[src/rtl/rrba_pkg.sv]
`timescale 1ns / 1ps
`default_nettype none
package rrba_pkg;

    localparam int WIDTH  = 32;
    localparam int VAL_W  = WIDTH - 1;
    localparam int PROD_W = 2 * WIDTH;
    localparam int CNT_W  = $clog2(WIDTH) + 1;

    typedef struct packed {
        logic signed [WIDTH-1:0] num_in;
        logic signed [WIDTH-1:0] den_in;
    } in_item_t;

    typedef struct packed {
        logic signed [WIDTH-1:0] num_out;
        logic        [VAL_W-1:0] den_out;
        logic                    exact;
    } out_item_t;

    typedef enum logic [4:0] {
        CMD_NONE,
        CMD_LOAD,
        CMD_TWOS,
        CMD_ODDA,
        CMD_STEP,
        CMD_GFIN,
        CMD_DIV_AG,
        CMD_DIV_RG,
        CMD_DIV_AR,
        CMD_DIV_PX,
        CMD_DIV_QY,
        CMD_CAP_A,
        CMD_CAP_R,
        CMD_CAP_X,
        CMD_CAP_XS,
        CMD_CAP_Y,
        CMD_SHORT,
        CMD_MUL_P,
        CMD_MUL_Q,
        CMD_SUM,
        CMD_ADV,
        CMD_T,
        CMD_MUL_L,
        CMD_MUL_R,
        CMD_SEMI
    } cmd_t;

    typedef struct packed {
        cmd_t cmd;
        logic out_load;
    } ctrl_t;

    typedef struct packed {
        logic a_zero;
        logic r_zero;
        logic both_even;
        logic ga_odd;
        logic gb_zero;
        logic g_zero;
        logic fit;
        logic over;
        logic p1_zero;
        logic q1_zero;
        logic div_done;
    } status_t;

endpackage
`default_nettype wire

[src/rtl/rrba_ctrl.sv]
`timescale 1ns / 1ps
`default_nettype none
module rrba_ctrl (
    input  wire logic                aclk,
    input  wire logic                aresetn,
    input  wire logic                in_valid,
    output logic                     in_ready,
    input  wire logic                out_free,
    input  wire rrba_pkg::status_t   status,
    output rrba_pkg::ctrl_t          ctrl
);
    import rrba_pkg::*;

    typedef enum logic [26:0] {
        S_IDLE = 27'd1 << 0,
        S_ZCHK = 27'd1 << 1,
        S_TWOS = 27'd1 << 2,
        S_ODDA = 27'd1 << 3,
        S_STEP = 27'd1 << 4,
        S_GFIN = 27'd1 << 5,
        S_DIVA = 27'd1 << 6,
        S_WA   = 27'd1 << 7,
        S_DIVR = 27'd1 << 8,
        S_WR   = 27'd1 << 9,
        S_FIT  = 27'd1 << 10,
        S_LOOP = 27'd1 << 11,
        S_WX   = 27'd1 << 12,
        S_MP   = 27'd1 << 13,
        S_MQ   = 27'd1 << 14,
        S_SUM  = 27'd1 << 15,
        S_CHK  = 27'd1 << 16,
        S_SP   = 27'd1 << 17,
        S_WP   = 27'd1 << 18,
        S_SQ   = 27'd1 << 19,
        S_WQ   = 27'd1 << 20,
        S_SMP  = 27'd1 << 21,
        S_SMQ  = 27'd1 << 22,
        S_SSUM = 27'd1 << 23,
        S_ST   = 27'd1 << 24,
        S_SML  = 27'd1 << 25,
        S_SEL  = 27'd1 << 26
    } state_t;

    state_t state_reg, state_next;
    logic   done_reg, done_next;

    always_comb begin
        state_next    = state_reg;
        done_next     = done_reg;
        ctrl.cmd      = CMD_NONE;
        ctrl.out_load = 1'b0;
        in_ready      = 1'b0;
        unique case (state_reg)
            S_IDLE: begin
                if (done_reg) begin
                    if (out_free) begin
                        ctrl.out_load = 1'b1;
                        done_next     = 1'b0;
                    end
                end else begin
                    in_ready = 1'b1;
                    if (in_valid) begin
                        ctrl.cmd   = CMD_LOAD;
                        state_next = S_ZCHK;
                    end
                end
            end
            S_ZCHK: state_next = (status.a_zero || status.r_zero) ? S_GFIN : S_TWOS;
            S_TWOS: begin
                ctrl.cmd = CMD_TWOS;
                if (!status.both_even) state_next = S_ODDA;
            end
            S_ODDA: begin
                ctrl.cmd = CMD_ODDA;
                if (status.ga_odd) state_next = S_STEP;
            end
            S_STEP: begin
                ctrl.cmd = CMD_STEP;
                if (status.gb_zero) state_next = S_GFIN;
            end
            S_GFIN: begin
                ctrl.cmd   = CMD_GFIN;
                state_next = S_DIVA;
            end
            S_DIVA: begin
                if (status.g_zero) begin
                    state_next = S_FIT;
                end else begin
                    ctrl.cmd   = CMD_DIV_AG;
                    state_next = S_WA;
                end
            end
            S_WA: begin
                if (status.div_done) begin
                    ctrl.cmd   = CMD_CAP_A;
                    state_next = S_DIVR;
                end
            end
            S_DIVR: begin
                ctrl.cmd   = CMD_DIV_RG;
                state_next = S_WR;
            end
            S_WR: begin
                if (status.div_done) begin
                    ctrl.cmd   = CMD_CAP_R;
                    state_next = S_FIT;
                end
            end
            S_FIT: begin
                if (status.fit) begin
                    ctrl.cmd   = CMD_SHORT;
                    state_next = S_IDLE;
                    done_next  = 1'b1;
                end else begin
                    state_next = S_LOOP;
                end
            end
            S_LOOP: begin
                if (status.r_zero) begin
                    state_next = S_IDLE;
                    done_next  = 1'b1;
                end else begin
                    ctrl.cmd   = CMD_DIV_AR;
                    state_next = S_WX;
                end
            end
            S_WX: begin
                if (status.div_done) begin
                    ctrl.cmd   = CMD_CAP_X;
                    state_next = S_MP;
                end
            end
            S_MP: begin
                ctrl.cmd   = CMD_MUL_P;
                state_next = S_MQ;
            end
            S_MQ: begin
                ctrl.cmd   = CMD_MUL_Q;
                state_next = S_SUM;
            end
            S_SUM: begin
                ctrl.cmd   = CMD_SUM;
                state_next = S_CHK;
            end
            S_CHK: begin
                if (status.over) begin
                    state_next = S_SP;
                end else begin
                    ctrl.cmd   = CMD_ADV;
                    state_next = S_LOOP;
                end
            end
            S_SP: begin
                if (status.p1_zero) begin
                    state_next = S_SQ;
                end else begin
                    ctrl.cmd   = CMD_DIV_PX;
                    state_next = S_WP;
                end
            end
            S_WP: begin
                if (status.div_done) begin
                    ctrl.cmd   = CMD_CAP_XS;
                    state_next = S_SQ;
                end
            end
            S_SQ: begin
                if (status.q1_zero) begin
                    state_next = S_SMP;
                end else begin
                    ctrl.cmd   = CMD_DIV_QY;
                    state_next = S_WQ;
                end
            end
            S_WQ: begin
                if (status.div_done) begin
                    ctrl.cmd   = CMD_CAP_Y;
                    state_next = S_SMP;
                end
            end
            S_SMP: begin
                ctrl.cmd   = CMD_MUL_P;
                state_next = S_SMQ;
            end
            S_SMQ: begin
                ctrl.cmd   = CMD_MUL_Q;
                state_next = S_SSUM;
            end
            S_SSUM: begin
                ctrl.cmd   = CMD_SUM;
                state_next = S_ST;
            end
            S_ST: begin
                ctrl.cmd   = CMD_T;
                state_next = S_SML;
            end
            S_SML: begin
                ctrl.cmd   = CMD_MUL_L;
                state_next = S_SEL;
            end
            S_SEL: begin
                if (done_reg) begin
                    ctrl.cmd   = CMD_SEMI;
                    state_next = S_IDLE;
                end else begin
                    // First pass loads the second product; second pass selects.
                    ctrl.cmd  = CMD_MUL_R;
                    done_next = 1'b1;
                end
            end
            default: state_next = S_IDLE;
        endcase
    end

    always_ff @(posedge aclk) begin
        if (!aresetn) begin
            state_reg <= S_IDLE;
            done_reg  <= 1'b0;
        end else begin
            state_reg <= state_next;
            done_reg  <= done_next;
        end
    end

endmodule
`default_nettype wire

[config.mk]
export PLATFORM = sky130hd
export DESIGN_NAME = rrba_ctrl
export DESIGN_NICKNAME = d
export VERILOG_FILES = /design/src/rtl/rrba_pkg.sv /design/src/rtl/rrba_ctrl.sv
export SDC_FILE = /design/constraint.sdc
export NUM_CORES = 1
export LEC_CHECK = 0
export ABC_AREA = 1
export BUFFER_PORTS_ARGS = -buffer_cell sky130_fd_sc_hd__buf_2
export CAP_MARGIN = 20
export CORE_MARGIN = 2
export CORE_UTILIZATION = 25
export CTS_BUF_LIST = sky130_fd_sc_hd__clkbuf_4
export CTS_CLUSTER_SIZE = 25
export DETAILED_ROUTE_END_ITERATION = 8
export GPL_ROUTABILITY_DRIVEN = 0
export SLEW_MARGIN = 30
export SYNTH_ARGS = -nofsm -noshare
export SYNTH_HDL_FRONTEND = slang
export SYNTH_SLANG_ARGS = --single-unit
export TNS_END_PERCENT = 30
[constraint.sdc]
create_clock -name aclk -period 1.6 [get_ports aclk]
set_input_delay 0.16 -clock aclk [delete_from_list [all_inputs] [get_ports aclk]]
set_output_delay 0.16 -clock aclk [all_outputs]
set_load 0.01 [all_outputs]
==> results.yml <==
global_route:
  use_met3: 0.0270
  grt_pass1_wl_mm: 12.7
  overflow: 0
  grt_max_degree: 15
  grt_pass1_vias: 2740
  track_usage: 0.160
  gr-usage-met2: 0.259
  gr-max-usage-layer: "met2"
  met1_usage: 0.206
  antenna_found_initial: 0
worst_setup_path:
  critical-path-top-delay-family: "simple AND/OR/NAND/NOR gates"
  setup.worst_path.start_class: "register"
  crit_type: "reg2out"
  cp_max_fo: 6
  crit_buf_inv: 3
  path_cells: "inv_2, nand3_4, clkinvlp_4, nand3_1, nor2_1, nand2_1, o21ai_2, nor3_1, nand2_1, buf_2"
  slowest_delay_ns: 0.37
  cp_slowest_cell: "dfxtp_2"
  crit_required_ns: 1.44
  worstPathArrival_ns: 2.11
  cpMostUsedCell: "nand2_1"
  endpoint_kind: "output port"
floorplan:
  initial_utilization: 0.257
  dieArea_um2: 9700
  pin_count: 22
  num_rows: 34
  die_w_um: 98.5
  core_um2: 8680
  die_y_um: 98.5
clocking:
  max-clock-path-buffers: 2
  cts_tree: "built"
  clk_pin_slew_ns: 0.17
  cts_sinks: 28
  cts_hold_buf: 0
  root_buffer: "clkbuf_4"
  cts_made_buffers: 3
  htree_levels: 1
  clkLatencyLatePin_ns: 0.35
synthesis:
  synth_edf_count: 0
  synth_area_um2: 2230
  synth_cell_type_count: 34
  async_flop_share: 0
  synth_ff_type: "dfxtp_1"
  ys_seq_area_frac: 0.251
  avgSynthCellArea_um2: 6.01
  syn_nets: 386
  ys_warn_count: 0
  yosys-top-cells-count: "nand2_1 (91), nor2_1 (77), inv_1 (50), dfxtp_1 (28), nand3_1 (28)"
  syn-instance-count: 371
  ys_ff_latch: 28
  yosysMostFrequentCell: "nand2_1"
  synth_top_cell_area_share: 0.251
  synthTopCellsByArea: "dfxtp_1 (25%), nand2_1 (15%), nor2_1 (13%)"
  synth_largest_area_cell: "dfxtp_1"
final_layout:
  drive_above_1_share: 0.489
  num_antenna_cells: 0
  final_util: 0.395
  seqCellArea_um2: 591
  largest_reg_flops: 27
  final_nets: 491
  syn_to_final_growth_pct: 53.7
  n_fill_cell: 937
  multi_input_area_um2: 1660
sta:
  period_minus_slack_ns: 2.27
  finalCritPeriodShare: 1.42
  report.final.slew_viol_count: 0
  slew_headroom: 0.728
  clock_skew_ns: 0.00474
  worst_slack_ns: -0.670
  fmax_mhz: 440
  setup_viol: 23
  worst_pin_slew_ns: 0.407
  final-hold-violation-count: 0
  rsz0062_at_grt: "yes"
job:
  cap_violations: 0
place:
  port_buffers: 21
  hpwl_mm: 5.72
routing:
  drc: 0
  postRouteAntennaNets: 0
  first_pass_iters: 6
  routed_wl_mm: 7.80
  vias: 2726
  wl_per_cell_um: 13.4
  dr.first_iter.drc_count: 181
  vias_per_cell: 4.68
status:
  violations: "setup timing"
  status: "finished with violations"
min_path:
  min_path_type: "in2reg"
power_and_ir_drop:
  ir_drop_v: 0.000297
  power_uw: 2600
  p_per_area_nw_per_um2: 757
  p_leak_uw: 0.00172
==> what timing repair did <==
action | CTS | global route
endpoints found under the setup margin | 25 | 27
endpoints found under the hold margin | 0 | 0
buffers inserted | 14 | 5
resized for setup | 63 | 47
gates cloned | 2 | 0
pin swaps | 18 | 24
==> per-layer routing <==
layer  vias to the layer above  wire length (um)
met3                        32               442
met5                         -                 0
li1                       1368                 -
met1                      1234              3390
met2                        92              3610
met4                         0               355
==> where the power goes <==
group / leakage (uW) / switching [uW] / internal (uW)
Combinational: 0.00147 / 835 / 651
Sequential: 0.000238 / 38.1 / 746
Clock: 0.0000138 / 237 / 89.0
==> layout by cell type (no fill, tap or decap), types with 2 or more instances in the layout <==
cell,netlist,layout
buf_12,0,2
nand3_2,1,5
o21ai_0,6,4
o21a_1,2,2
inv_6,1,2
a21oi_2,0,2
nor3_1,13,7
nand4_1,5,5
nor2_4,1,12
nand2_8,1,2
nor4_2,0,2
nand2_1,91,76
nand3_1,28,24
nand2_2,9,20
nor3_2,0,6
dfxtp_1,28,4
inv_1,50,41
inv_2,5,12
buf_4,0,73
o21ai_2,0,2
buf_6,1,6
a21oi_1,13,11
nor2_8,3,3
nand3b_1,5,5
dfxtp_2,0,24
nand2_4,7,10
clkbuf_4,0,3
nor2_1,77,57
nor2_2,8,18
buf_2,0,21
==> cells by family (layout without fill, tap and decap cells) <==
logic type / count (synthesis) / in the layout / share of synthesized area
AO/OA/AOI/OAI: 24 / 24 / 0.0583
flip-flops: 28 / 28 / 0.251
buffers and inverters: 63 / 165 / 0.118
AND/OR/NAND/NOR: 256 / 257 / 0.572
==> per-stage QoR <==
step | area (um^2) | setup slack, ns | TNS, ns | instances | hold WS, ns
final | 3430 | -0.670 | -6.27 | 582 | 0.0715
after detailed placement | 2940 | -0.285 | -3.94 | 561 | 0.463
after floorplan | 2230 | 0.0223 | 0 | 371 | 0.326
after global routing | 3430 | -0.691 | -8.92 | 582 | 0.0740
after CTS | 3290 | -0.525 | -5.91 | 580 | 0.0863
after global placement | 2940 | -0.248 | -3.18 | 561 | 0.463
==> worst paths after layout <==
kind                                    start             to  slack (ns)  depth (start not counted)
worst max register to register  state_reg[26]  state_reg[19]       -0.23                         11
worst min register to register       done_reg       done_reg        0.52                          2
worst max-delay path            state_reg[26]        ctrl[4]       -0.67                         10
worst min-delay path                status[3]  state_reg[17]        0.07                          2
==> final cells by class <==
type                            count  share of cell area
Clock buffer                        3             0.00657
Inverter                           59              0.0730
Multi-Input combinational cell    281               0.484
Sequential cell                    28               0.172
Tap cell                          108              0.0394
Timing Repair Buffer              102               0.222
Timing Repair inverter              1             0.00255
Power figures use the tool's default switching activity.
